$ cat src/rtl/jts_pkg.sv
`timescale 1ns / 1ps
`default_nettype none

package jts_pkg;

    // longest lexeme in bytes and the width of its length counter
    localparam int MAX_LEXEME = 1024;
    localparam int LEN_W      = $clog2(MAX_LEXEME + 1);

    // output queue geometry
    localparam int FIFO_DEPTH = 4;
    localparam int FIFO_AW    = $clog2(FIFO_DEPTH);
    localparam int LEVEL_W    = $clog2(FIFO_DEPTH + 1);

    // character codes
    localparam logic [7:0] CH_NEWLINE     = 8'h0a;
    localparam logic [7:0] CH_SPACE       = 8'h20;
    localparam logic [7:0] CH_QUOTE       = 8'h22;
    localparam logic [7:0] CH_COMMA       = 8'h2c;
    localparam logic [7:0] CH_DOT         = 8'h2e;
    localparam logic [7:0] CH_COLON       = 8'h3a;
    localparam logic [7:0] CH_BRACKET_OPN = 8'h5b;
    localparam logic [7:0] CH_BRACKET_CLS = 8'h5d;
    localparam logic [7:0] CH_BRACE_OPN   = 8'h7b;
    localparam logic [7:0] CH_BRACE_CLS   = 8'h7d;

    // word indexes into the keyword table
    localparam logic [1:0] WORD_TRUE  = 2'd0;
    localparam logic [1:0] WORD_FALSE = 2'd1;
    localparam logic [1:0] WORD_NULL  = 2'd2;

    typedef enum logic [3:0] {
        KIND_BRACE_OPEN    = 4'd0,
        KIND_BRACE_CLOSE   = 4'd1,
        KIND_BRACKET_OPEN  = 4'd2,
        KIND_BRACKET_CLOSE = 4'd3,
        KIND_COLON         = 4'd4,
        KIND_COMMA         = 4'd5,
        KIND_KEY           = 4'd6,
        KIND_STRING        = 4'd7,
        KIND_NUMBER        = 4'd8,
        KIND_BOOL          = 4'd9,
        KIND_EOF           = 4'd10
    } token_kind_t;

    typedef enum logic [2:0] {
        ERR_NONE         = 3'd0,
        ERR_UNEXPECTED   = 3'd1,
        ERR_UNQUOTED     = 3'd2,
        ERR_UNTERMINATED = 3'd3,
        ERR_TOO_LONG     = 3'd4
    } error_code_t;

    // one result item as it sits in the output queue
    typedef struct packed {
        logic        token_done;
        token_kind_t token_kind;
        logic [7:0]  lexeme_byte;
        error_code_t error_code;
        logic [15:0] line_number;
        logic        last_of_run;
    } result_t;

    typedef struct packed {
        logic       halted;
        logic [1:0] push_count;
    } scan_status_t;

    typedef struct packed {
        logic [LEVEL_W-1:0] level;
    } fifo_status_t;

    function automatic logic is_space(input logic [7:0] b);
        return (b == CH_SPACE) || (b >= 8'd9 && b <= 8'd13);
    endfunction

    function automatic logic is_digit(input logic [7:0] b);
        return (b >= 8'h30) && (b <= 8'h39);
    endfunction

    function automatic logic is_alpha(input logic [7:0] b);
        return ((b >= 8'h61) && (b <= 8'h7a)) || ((b >= 8'h41) && (b <= 8'h5a));
    endfunction

    // length of each keyword
    function automatic logic [2:0] word_len(input logic [1:0] idx);
        logic [2:0] len;
        unique case (idx)
            WORD_TRUE:  len = 3'd4;
            WORD_FALSE: len = 3'd5;
            WORD_NULL:  len = 3'd4;
            default:    len = 3'd0;
        endcase
        return len;
    endfunction

    // character of a keyword at a position, zero past its end
    function automatic logic [7:0] word_char(input logic [1:0] idx, input logic [2:0] pos);
        logic [39:0] text;
        logic [7:0]  ch;
        unique case (idx)
            WORD_TRUE:  text = {8'h00, 8'h65, 8'h75, 8'h72, 8'h74};
            WORD_FALSE: text = {8'h65, 8'h73, 8'h6c, 8'h61, 8'h66};
            WORD_NULL:  text = {8'h00, 8'h6c, 8'h6c, 8'h75, 8'h6e};
            default:    text = '0;
        endcase
        unique case (pos)
            3'd0:    ch = text[7:0];
            3'd1:    ch = text[15:8];
            3'd2:    ch = text[23:16];
            3'd3:    ch = text[31:24];
            3'd4:    ch = text[39:32];
            default: ch = 8'h00;
        endcase
        return ch;
    endfunction

endpackage

`default_nettype wire

$ cat src/rtl/jts_scan.sv
`timescale 1ns / 1ps
`default_nettype none

module jts_scan
    import jts_pkg::*;
(
    input  wire logic         clk,
    input  wire logic         rst_n,
    input  wire logic         step_en,
    input  wire logic [7:0]   data_byte,
    input  wire logic         end_of_input,
    input  wire logic         cfg_we,
    input  wire logic [15:0]  cfg_data,
    output result_t           push_first,
    output result_t           push_second,
    output scan_status_t      status
);

    typedef enum logic [2:0] {
        MODE_IDLE  = 3'd0,
        MODE_STR   = 3'd1,
        MODE_AFTER = 3'd2,
        MODE_INT   = 3'd3,
        MODE_FRAC  = 3'd4,
        MODE_WORD  = 3'd5
    } mode_t;

    mode_t            mode_reg, mode_next;
    logic [2:0]       match_reg, match_next;
    logic [LEN_W-1:0] len_reg, len_next;
    logic [15:0]      line_reg, line_next;
    logic             halted_reg, halted_next;

    result_t          res [2];
    logic [1:0]       res_count;
    logic             rescan;
    logic             add_byte;
    logic             word_ok;

    function automatic result_t mk(input logic done, input token_kind_t kind,
                                   input logic [7:0] byte_v, input error_code_t err,
                                   input logic [15:0] line);
        result_t r;
        r.token_done  = done;
        r.token_kind  = kind;
        r.lexeme_byte = byte_v;
        r.error_code  = err;
        r.line_number = line;
        r.last_of_run = 1'b0;
        return r;
    endfunction

    // line count after this byte's newline
    always_comb
    begin
        line_next = line_reg;
        if (!halted_reg && !end_of_input && data_byte == CH_NEWLINE && line_reg != 16'hffff)
        begin
            line_next = line_reg + 16'd1;
        end
    end

    // a word lexeme closes cleanly only on a full keyword
    assign word_ok = (match_reg[WORD_TRUE]  && len_reg == LEN_W'(word_len(WORD_TRUE)))  ||
                     (match_reg[WORD_FALSE] && len_reg == LEN_W'(word_len(WORD_FALSE))) ||
                     (match_reg[WORD_NULL]  && len_reg == LEN_W'(word_len(WORD_NULL)));

    // one step of scanning: close token, rescan the byte, append lexeme byte, or close at end of input
    always_comb
    begin
        mode_next   = mode_reg;
        match_next  = match_reg;
        len_next    = len_reg;
        halted_next = halted_reg;
        res[0]      = mk(1'b0, KIND_BRACE_OPEN, 8'h00, ERR_NONE, line_next);
        res[1]      = res[0];
        res_count   = 2'd0;
        rescan      = 1'b0;
        add_byte    = 1'b0;

        if (!halted_reg)
        begin
            if (end_of_input)
            begin
                unique case (mode_reg)
                    MODE_STR:
                    begin
                        res[res_count[0]] = mk(1'b0, KIND_BRACE_OPEN, 8'h00,
                                               ERR_UNTERMINATED, line_next);
                        res_count   = res_count + 2'd1;
                        halted_next = 1'b1;
                    end
                    MODE_AFTER:
                    begin
                        res[res_count[0]] = mk(1'b1, KIND_STRING, 8'h00, ERR_NONE, line_next);
                        res_count = res_count + 2'd1;
                    end
                    MODE_INT, MODE_FRAC:
                    begin
                        res[res_count[0]] = mk(1'b1, KIND_NUMBER, 8'h00, ERR_NONE, line_next);
                        res_count = res_count + 2'd1;
                    end
                    MODE_WORD:
                    begin
                        if (word_ok)
                        begin
                            res[res_count[0]] = mk(1'b1, KIND_BOOL, 8'h00, ERR_NONE, line_next);
                        end
                        else
                        begin
                            res[res_count[0]] = mk(1'b0, KIND_BRACE_OPEN, 8'h00,
                                                   ERR_UNQUOTED, line_next);
                            halted_next = 1'b1;
                        end
                        res_count = res_count + 2'd1;
                    end
                    default: ;
                endcase
                if (!halted_next)
                begin
                    res[res_count[0]] = mk(1'b1, KIND_EOF, 8'h00, ERR_NONE, line_next);
                    res_count  = res_count + 2'd1;
                    mode_next  = MODE_IDLE;
                    len_next   = '0;
                    match_next = 3'b111;
                end
            end
            else
            begin
                // continue or close the open lexeme
                unique case (mode_reg)
                    MODE_STR:
                    begin
                        if (data_byte == CH_QUOTE)
                        begin
                            mode_next = MODE_AFTER;
                            len_next  = '0;
                        end
                        else
                        begin
                            add_byte = 1'b1;
                        end
                    end
                    MODE_AFTER:
                    begin
                        if (!is_space(data_byte))
                        begin
                            res[res_count[0]] = mk(1'b1,
                                                   (data_byte == CH_COLON) ? KIND_KEY : KIND_STRING,
                                                   8'h00, ERR_NONE, line_next);
                            res_count = res_count + 2'd1;
                            rescan    = 1'b1;
                        end
                    end
                    MODE_INT:
                    begin
                        if (is_digit(data_byte))
                        begin
                            add_byte = 1'b1;
                        end
                        else if (data_byte == CH_DOT)
                        begin
                            add_byte  = 1'b1;
                            mode_next = MODE_FRAC;
                        end
                        else
                        begin
                            res[res_count[0]] = mk(1'b1, KIND_NUMBER, 8'h00, ERR_NONE, line_next);
                            res_count = res_count + 2'd1;
                            rescan    = 1'b1;
                        end
                    end
                    MODE_FRAC:
                    begin
                        if (is_digit(data_byte))
                        begin
                            add_byte = 1'b1;
                        end
                        else
                        begin
                            res[res_count[0]] = mk(1'b1, KIND_NUMBER, 8'h00, ERR_NONE, line_next);
                            res_count = res_count + 2'd1;
                            rescan    = 1'b1;
                        end
                    end
                    MODE_WORD:
                    begin
                        if (is_alpha(data_byte) || is_digit(data_byte))
                        begin
                            add_byte = 1'b1;
                        end
                        else if (!word_ok)
                        begin
                            res[res_count[0]] = mk(1'b0, KIND_BRACE_OPEN, 8'h00,
                                                   ERR_UNQUOTED, line_next);
                            res_count   = res_count + 2'd1;
                            halted_next = 1'b1;
                        end
                        else
                        begin
                            res[res_count[0]] = mk(1'b1, KIND_BOOL, 8'h00, ERR_NONE, line_next);
                            res_count = res_count + 2'd1;
                            rescan    = 1'b1;
                        end
                    end
                    default:
                    begin
                        rescan = 1'b1;
                    end
                endcase

                // scan the byte from idle
                if (rescan)
                begin
                    mode_next  = MODE_IDLE;
                    len_next   = '0;
                    match_next = 3'b111;
                    if (!is_space(data_byte))
                    begin
                        priority case (data_byte)
                            CH_BRACE_OPN:
                            begin
                                res[res_count[0]] = mk(1'b1, KIND_BRACE_OPEN, 8'h00,
                                                       ERR_NONE, line_next);
                                res_count = res_count + 2'd1;
                            end
                            CH_BRACE_CLS:
                            begin
                                res[res_count[0]] = mk(1'b1, KIND_BRACE_CLOSE, 8'h00,
                                                       ERR_NONE, line_next);
                                res_count = res_count + 2'd1;
                            end
                            CH_BRACKET_OPN:
                            begin
                                res[res_count[0]] = mk(1'b1, KIND_BRACKET_OPEN, 8'h00,
                                                       ERR_NONE, line_next);
                                res_count = res_count + 2'd1;
                            end
                            CH_BRACKET_CLS:
                            begin
                                res[res_count[0]] = mk(1'b1, KIND_BRACKET_CLOSE, 8'h00,
                                                       ERR_NONE, line_next);
                                res_count = res_count + 2'd1;
                            end
                            CH_COLON:
                            begin
                                res[res_count[0]] = mk(1'b1, KIND_COLON, 8'h00,
                                                       ERR_NONE, line_next);
                                res_count = res_count + 2'd1;
                            end
                            CH_COMMA:
                            begin
                                res[res_count[0]] = mk(1'b1, KIND_COMMA, 8'h00,
                                                       ERR_NONE, line_next);
                                res_count = res_count + 2'd1;
                            end
                            CH_QUOTE:
                            begin
                                mode_next = MODE_STR;
                            end
                            default:
                            begin
                                if (is_digit(data_byte))
                                begin
                                    mode_next = MODE_INT;
                                    add_byte  = 1'b1;
                                end
                                else if (data_byte == CH_DOT)
                                begin
                                    mode_next = MODE_FRAC;
                                    add_byte  = 1'b1;
                                end
                                else if (is_alpha(data_byte))
                                begin
                                    mode_next = MODE_WORD;
                                    add_byte  = 1'b1;
                                end
                                else
                                begin
                                    res[res_count[0]] = mk(1'b0, KIND_BRACE_OPEN, data_byte,
                                                           ERR_UNEXPECTED, line_next);
                                    res_count   = res_count + 2'd1;
                                    halted_next = 1'b1;
                                end
                            end
                        endcase
                    end
                end

                // append the byte to the lexeme
                if (add_byte)
                begin
                    if (len_next >= LEN_W'(MAX_LEXEME))
                    begin
                        res[res_count[0]] = mk(1'b0, KIND_BRACE_OPEN, 8'h00,
                                               ERR_TOO_LONG, line_next);
                        halted_next = 1'b1;
                    end
                    else
                    begin
                        if (mode_next == MODE_WORD)
                        begin
                            for (int i = 0; i < 3; i++)
                            begin
                                if (len_next >= LEN_W'(word_len(2'(i))) ||
                                    word_char(2'(i), len_next[2:0]) != data_byte)
                                begin
                                    match_next[i] = 1'b0;
                                end
                            end
                        end
                        len_next = LEN_W'(len_next + 1'b1);
                        res[res_count[0]] = mk(1'b0, KIND_BRACE_OPEN, data_byte,
                                               ERR_NONE, line_next);
                    end
                    res_count = res_count + 2'd1;
                end
            end
        end

        // mark the last result of this byte
        if (res_count == 2'd1)
        begin
            res[0].last_of_run = 1'b1;
        end
        else if (res_count == 2'd2)
        begin
            res[1].last_of_run = 1'b1;
        end
    end

    assign push_first        = res[0];
    assign push_second       = res[1];
    assign status.halted     = halted_reg;
    assign status.push_count = step_en ? res_count : 2'd0;

    // scanner state
    always_ff @(posedge clk or negedge rst_n)
    begin
        if (!rst_n)
        begin
            mode_reg   <= MODE_IDLE;
            match_reg  <= 3'b111;
            len_reg    <= '0;
            line_reg   <= 16'd1;
            halted_reg <= 1'b0;
        end
        else
        begin
            if (step_en)
            begin
                mode_reg   <= mode_next;
                match_reg  <= match_next;
                len_reg    <= len_next;
                halted_reg <= halted_next;
            end
            if (cfg_we)
            begin
                line_reg <= cfg_data;
            end
            else if (step_en)
            begin
                line_reg <= line_next;
            end
        end
    end

endmodule

`default_nettype wire

$ cat src/rtl/jts_out_fifo.sv
`timescale 1ns / 1ps
`default_nettype none

module jts_out_fifo
    import jts_pkg::*;
(
    input  wire logic         clk,
    input  wire logic         rst_n,
    input  wire logic [1:0]   push_count,
    input  wire result_t      push_first,
    input  wire result_t      push_second,
    output logic              out_valid,
    input  wire logic         out_ready,
    output result_t           head,
    output fifo_status_t      status
);

    result_t            mem [FIFO_DEPTH];
    logic [FIFO_AW-1:0] wr_ptr_reg, rd_ptr_reg;
    logic [LEVEL_W-1:0] level_reg, level_next;
    logic               pop;

    assign out_valid    = (level_reg != '0);
    assign pop          = out_valid && out_ready;
    assign head         = mem[rd_ptr_reg];
    assign status.level = level_reg;
    assign level_next   = LEVEL_W'(level_reg + LEVEL_W'(push_count) - LEVEL_W'(pop));

    // result storage, up to two writes per cycle
    always_ff @(posedge clk)
    begin
        if (push_count != 2'd0)
        begin
            mem[wr_ptr_reg] <= push_first;
        end
        if (push_count == 2'd2)
        begin
            mem[FIFO_AW'(wr_ptr_reg + FIFO_AW'(1))] <= push_second;
        end
    end

    // pointers and fill level
    always_ff @(posedge clk or negedge rst_n)
    begin
        if (!rst_n)
        begin
            wr_ptr_reg <= '0;
            rd_ptr_reg <= '0;
            level_reg  <= '0;
        end
        else
        begin
            wr_ptr_reg <= FIFO_AW'(wr_ptr_reg + FIFO_AW'(push_count));
            if (pop)
            begin
                rd_ptr_reg <= FIFO_AW'(rd_ptr_reg + FIFO_AW'(1));
            end
            level_reg <= level_next;
        end
    end

endmodule

`default_nettype wire

$ cat src/rtl/json_token_scanner_core.sv
`timescale 1ns / 1ps
`default_nettype none

// Streaming JSON lexer: takes one text byte (or an end-of-input mark) per transfer and
// produces zero, one or two result transfers per byte, in order, each tagged with the
// line number and a last-of-run flag. The scanner updates its state in the cycle a byte
// is taken and writes its results into a four-entry result queue, from whose head they
// appear on the output. A byte is taken whenever the queue has room for two results, so
// bytes flow at one per cycle while each gives at most one result and the output is ready;
// bytes giving two results are limited by the single-result-per-cycle output, which then
// sets the sustained byte rate. The start_line write loads the line counter directly.
// After any error the scanner takes and drops every byte until reset.
module json_token_scanner_core
    import jts_pkg::*;
(
    input  wire logic        clk,
    input  wire logic        rst_n,
    input  wire logic        cfg_valid,
    output logic             cfg_ready,
    input  wire logic [15:0] cfg_data,
    input  wire logic        in_valid,
    output logic             in_ready,
    input  wire logic [7:0]  data_byte,
    input  wire logic        end_of_input,
    output logic             out_valid,
    input  wire logic        out_ready,
    output logic             token_done,
    output logic [3:0]       token_kind,
    output logic [7:0]       lexeme_byte,
    output logic [2:0]       error_code,
    output logic [15:0]      line_number,
    output logic             last_of_run
);

    result_t      push_first;
    result_t      push_second;
    result_t      head;
    scan_status_t scan_status;
    fifo_status_t fifo_status;
    logic         in_fire;
    logic         cfg_fire;

    // handshakes: input waits for room for two results
    assign cfg_ready = 1'b1;
    assign cfg_fire  = cfg_valid && cfg_ready;
    assign in_ready  = (fifo_status.level <= LEVEL_W'(FIFO_DEPTH - 2));
    assign in_fire   = in_valid && in_ready;

    jts_scan u_scan (
        .clk          (clk),
        .rst_n        (rst_n),
        .step_en      (in_fire),
        .data_byte    (data_byte),
        .end_of_input (end_of_input),
        .cfg_we       (cfg_fire),
        .cfg_data     (cfg_data),
        .push_first   (push_first),
        .push_second  (push_second),
        .status       (scan_status)
    );

    jts_out_fifo u_out_fifo (
        .clk         (clk),
        .rst_n       (rst_n),
        .push_count  (scan_status.push_count),
        .push_first  (push_first),
        .push_second (push_second),
        .out_valid   (out_valid),
        .out_ready   (out_ready),
        .head        (head),
        .status      (fifo_status)
    );

    // result fields
    assign token_done  = head.token_done;
    assign token_kind  = head.token_kind;
    assign lexeme_byte = head.lexeme_byte;
    assign error_code  = head.error_code;
    assign line_number = head.line_number;
    assign last_of_run = head.last_of_run;

    // queue never overfills
    a_no_overflow: assert property (@(posedge clk) disable iff (!rst_n)
        fifo_status.level <= LEVEL_W'(FIFO_DEPTH))
        else $error("result queue overflow");

    // a pair of results is marked last only on the second
    a_last_mark: assert property (@(posedge clk) disable iff (!rst_n)
        scan_status.push_count == 2'd2 |->
            (!push_first.last_of_run && push_second.last_of_run))
        else $error("last_of_run misplaced on a result pair");

    // an error result halts the scanner
    a_error_halts: assert property (@(posedge clk) disable iff (!rst_n)
        ((scan_status.push_count == 2'd1 && push_first.error_code != ERR_NONE) ||
         (scan_status.push_count == 2'd2 && push_second.error_code != ERR_NONE))
        |=> scan_status.halted)
        else $error("error result without halt");

    // a halted scanner produces nothing
    a_halt_silent: assert property (@(posedge clk) disable iff (!rst_n)
        scan_status.halted |-> scan_status.push_count == 2'd0)
        else $error("result produced while halted");

endmodule

`default_nettype wire
$ cat config.mk
export PLATFORM = sky130hd
export DESIGN_NAME = json_token_scanner_core
export DESIGN_NICKNAME = d
export VERILOG_FILES = /design/src/rtl/jts_pkg.sv /design/src/rtl/jts_scan.sv /design/src/rtl/jts_out_fifo.sv /design/src/rtl/json_token_scanner_core.sv
export SDC_FILE = /design/constraint.sdc
export NUM_CORES = 1
export LEC_CHECK = 0
export BUFFER_PORTS_ARGS = -buffer_cell sky130_fd_sc_hd__buf_4
export CORE_ASPECT_RATIO = 0.8
export CORE_MARGIN = 2
export CORE_UTILIZATION = 44
export CTS_CLUSTER_SIZE = 28
export DETAILED_ROUTE_END_ITERATION = 6
export RECOVER_POWER = 100
export SLEW_MARGIN = 20
export SYNTH_ARGS = -nofsm -noshare
export SYNTH_HDL_FRONTEND = slang
export SYNTH_SLANG_ARGS = --single-unit
$ cat constraint.sdc
create_clock -name clk -period 5.5 [get_ports clk]
set_clock_uncertainty 0.1 [all_clocks]
set_input_delay 0.275 -clock clk [delete_from_list [all_inputs] [get_ports clk]]
set_output_delay 0.275 -clock clk [all_outputs]
set_load 0.1 [all_outputs]
==> results <==
- The run finished, with violations left.
- Summed over all failing endpoints, the final setup total negative slack is 0 ps.
- After the flow finishes, the layout carries non-filler instances totaling 1238.
- The areal power density over the cells is 479 nW/um2.
- Clock tree synthesis found a total of 173 sinks.
- The first global-routing pass estimated 38.9 mm of wire.
- The critical hold path startpoint is cfg_valid.
- The sequential share of the synthesized area is 0.503.
- The synthesized netlist net count is 910.
- The delay contributed by the slowest stage of the critical path is 580 ps.
- The global-route usage over all layers is 0.214.
- The final reports fail on capacitance limit, slew limit.
- The final-layout fill cell count is 2032.
- The count of boundary I/O pins is 66.
- The critical path data required time is 5480 ps.
- The worst setup path is launched from a register.
- The proportion of synthesized flip-flops having asynchronous set or reset is 0.237.
- The starting density of the core is 0.445.
- The number of vias per cell after detailed routing is 5.65.
- The class of the tightest hold or removal check is in -> reg.
- The critical path goes through or3b_2, a31oi_1, nand2_1, and3_1, ha_1, nor4_1, and2_0, o21ai_0, mux2i_1, a2bb2oi_1, o31ai_4, clkbuf_4.
- At the end of routability-driven placement, the weighted congestion stood at 0.958.
- The clock passes through at most 2 buffers.
- Setup violations remaining at the end of the flow were counted as 0.
- The final hold violation count is 0.
- After detailed placement, the total cell area comes to 10700 um2.
- The actual slew at the worst max-slew pin is 3070 ps.
- The clock transition at the register clock pins on the worst setup and hold paths after CTS is 80 ps.
- The worst register-to-register path ends at u_out_fifo.mem[0][27]$_DFFE_PP_.
- In the finished design, the share of the clock period the worst path needs comes to 0.867.
- The number of antenna violations at the first check in global routing is 0.
- The critical path arrival is 4750 ps.
- Buffers placed on the I/O ports in this run total 64.
- The max capacitance violation total is 4.
- For this design the static power due to leakage is 4.20 nW.
- The synthesized netlist occupies a cell area of 9940 um2.
- The library cell contributing the largest single delay on the critical path is sky130_fd_sc_hd__or3b_2.
- The number of distinct library cell variants in the gate-level netlist after synthesis is 79.
- The launching point of the worst reg2reg path is u_scan.mode_reg[2]$_DFFE_PN0P_.
- The total of hold buffers inserted after clock tree synthesis is 17.
- The max-slew violation count came to 86.
- Once detail routing completed, the nets flagged for antenna violations numbered 0.
- The routed via count is 6994.
- Entering global routing, the biggest net connects 42 pins.
- The core footprint is 22300 um2.
- The quantity of gates resized following cts is 0.
- In the final layout, flip-flops and latches occupy 5000 um2.
- The synthesized design contains 173 register bits.
- The leftover overflow at the end of global routing is 0.
- The internal reg-to-reg setup slack is 730 ps.
- The die is 172 um wide.
- The worst hold path terminates at u_scan.line_reg[9]$_DFFE_PN0P_.
- The post-placement cell count is 1189.
- The worst voltage drop across the vdd grid is 368 uV.
- The flip-flop count of the largest register, all copies and words added is 132.
- After layout, the minimum clock period comes to 4770 ps.
- The vertical extent of the die is 138 um.
- Counting the buffers created by CTS gives 17.
- The residual DRC count is 0.
- After routing the design area is 11400 um2.
- The first routing iteration left 770 violations.
- Counting cells, the worst reg-to-reg path comes to 12.
- The gate count of the mapped netlist is 867.
- After clock tree synthesis, the setup repair step added 0 buffers.
- The row count is 49.
- The floorplan step defined a die boundary enclosing 23800 um2.
- The area growth from synthesis to final layout is 14.2%.
- The average instance in the mapped netlist occupies 11.5 um2.
- The relative slew slack is -1.05.
- Along the worst path, the maximum fanout reaches 33.
- At the end of the flow, the number of nets in the layout was 962.
- In the final layout, the share of cells above drive strength 1 is 0.186.
- Setup repair after global routing left no endpoint under its margin.
- Clock latency on the worst-skew pair, taken at its later pin, is 440 ps.
- The synthesized design contains 132 enable-type register cells.
- The number of antenna diodes in the final layout is 0.
- In the final routed layout, each cell accounts on average for 19.6 um.
- The via count of the first global-routing pass was 6867.
- The start-to-end type of the worst setup path is reg -> reg.
- TritonCTS built the clock tree.
- The kind of capture point of the worst setup path is a register.
- For this run, the number of Yosys warnings is 0.
- The final layout contains routed wiring with a total length of 24.3 mm.
- The first detailed-routing pass took 5 iterations.
- Once detailed placement completed, the half-perimeter wirelength came to 16.4 mm.
- The clock root buffer is sky130_fd_sc_hd__clkbuf_16.
- The H-tree generated during clock tree synthesis spans 4 levels.
- For this run, the top clock speed supported by timing is 210 MHz.
- Counting instances, the worst hold path has a depth of 3.
- The multi-input combinational cell area is 4610 um2.
- Among all flip-flop cells after synthesis, the most frequent one is sky130_fd_sc_hd__edfxtp_1.
[power by group]
part	switching, W	internal, W	total (W)
Sequential	0.000123	0.00153	0.00165
Clock	0.000608	0.000614	0.00122
Combinational	0.00190	0.000665	0.00256
[cells in the mapped netlist (all sizes together) (6+ instances only)]
master,n,area share
and2,10,0.0063
buf,10,0.0045
edfxtp,132,0.40
ha,12,0.015
inv,21,0.0079
nor4,9,0.0063
o21ai,46,0.023
clkbuf,59,0.022
a31oi,9,0.0057
xnor2,45,0.040
mux4,33,0.075
nor2,56,0.021
and3,15,0.0094
a211oi,9,0.0098
dfrtp,37,0.093
mux2i,34,0.034
nand3,21,0.011
nor3,10,0.0050
nand4,16,0.010
o31ai,8,0.0060
and4,7,0.0062
a21oi,35,0.019
xor2,35,0.031
nor2b,25,0.016
nand2,74,0.028
nand2b,6,0.0038
mux2,9,0.010
[through the flow]
stage,hold slack [ps],util,setup WS (ps),total power (W)
6_report,133,0.509,733,0.00544
5_1_grt,147,0.509,266,0.00570
4_1_cts,94.1,0.515,907,0.00559
3_5_place_dp,214,0.481,875,0.00434
3_3_place_gp,213,0.481,1010,0.00434
2_1_floorplan,-121,-,32.2,0.00374
[cell families after synthesis]
group | count (synthesis) | share of synthesized area
AO/OA/AOI/OAI | 156 | 0.110
XOR/XNOR | 80 | 0.0705
adder cells (fa/ha/maj) | 13 | 0.0171
buffers and inverters | 91 | 0.0351
flip-flops | 173 | 0.503
multiplexers | 76 | 0.119
other | 1 | 0.000377
AND/OR/NAND/NOR | 277 | 0.145
[worst max path at each step]
stage	from	end	slack [ps]	cells after the start
6_report	u_scan.mode_reg[2]$_DFFE_PN0P_	u_out_fifo.mem[0][27]$_DFFE_PP_	730	12
5_1_grt	u_scan.mode_reg[2]$_DFFE_PN0P_	u_out_fifo.mem[0][23]$_DFFE_PP_	270	13
4_1_cts	u_scan.mode_reg[2]$_DFFE_PN0P_	u_out_fifo.status[2]$_DFF_PN0_	910	14
3_5_place_dp	data_byte[4]	u_out_fifo.status[2]$_DFF_PN0_	880	15
3_3_place_gp	data_byte[5]	u_out_fifo.status[2]$_DFF_PN0_	1010	15
2_1_floorplan	u_out_fifo.status[1]$_DFF_PN0_	u_out_fifo.mem[2][0]$_DFFE_PP_	30	7
[cells in the final DEF (no fill, tap or decap), types with 33 or more instances in the layout]
master,count
sky130_fd_sc_hd__clkbuf_2,33
sky130_fd_sc_hd__edfxtp_1,132
sky130_fd_sc_hd__o21ai_0,44
sky130_fd_sc_hd__xor2_1,35
sky130_fd_sc_hd__nand2_1,74
sky130_fd_sc_hd__mux2i_1,34
sky130_fd_sc_hd__nor2_1,54
sky130_fd_sc_hd__xnor2_1,45
sky130_fd_sc_hd__mux4_2,33
sky130_fd_sc_hd__a21oi_1,33
sky130_fd_sc_hd__buf_4,40
sky130_fd_sc_hd__dfrtp_1,36
[final cells by class]
class,count,share of cell area
well taps,306,0.0337
multi-input cells,603,0.406
inverters,22,0.00728
clock buffers,17,0.0375
clock inverters,15,0.0152
repair buffers,102,0.0603
flip-flops and latches,173,0.440
[metal layers]
| layer | up-vias | track usage | share of wire |
|---|---|---|---|
| li1 | 3316 | - | - |
| met1 | 3431 | 0.327 | 0.49 |
| met2 | 228 | 0.319 | 0.45 |
| met3 | 19 | 0.0386 | 0.055 |
| met4 | 0 | 0.0456 | 0.0091 |
| met5 | - | 0 | 0 |
[critical path: cells and delay by family, from the launching register on]
kind                       cells  cell delay [ps]
DFF                            1              530
and+or+nand+nor                5             1690
buffers and inverters          1              400
AOI/OAI and AO/OA              4             1050
adders and majority gates      1              290
muxes                          1              310
(Power assumes the default switching activity.)
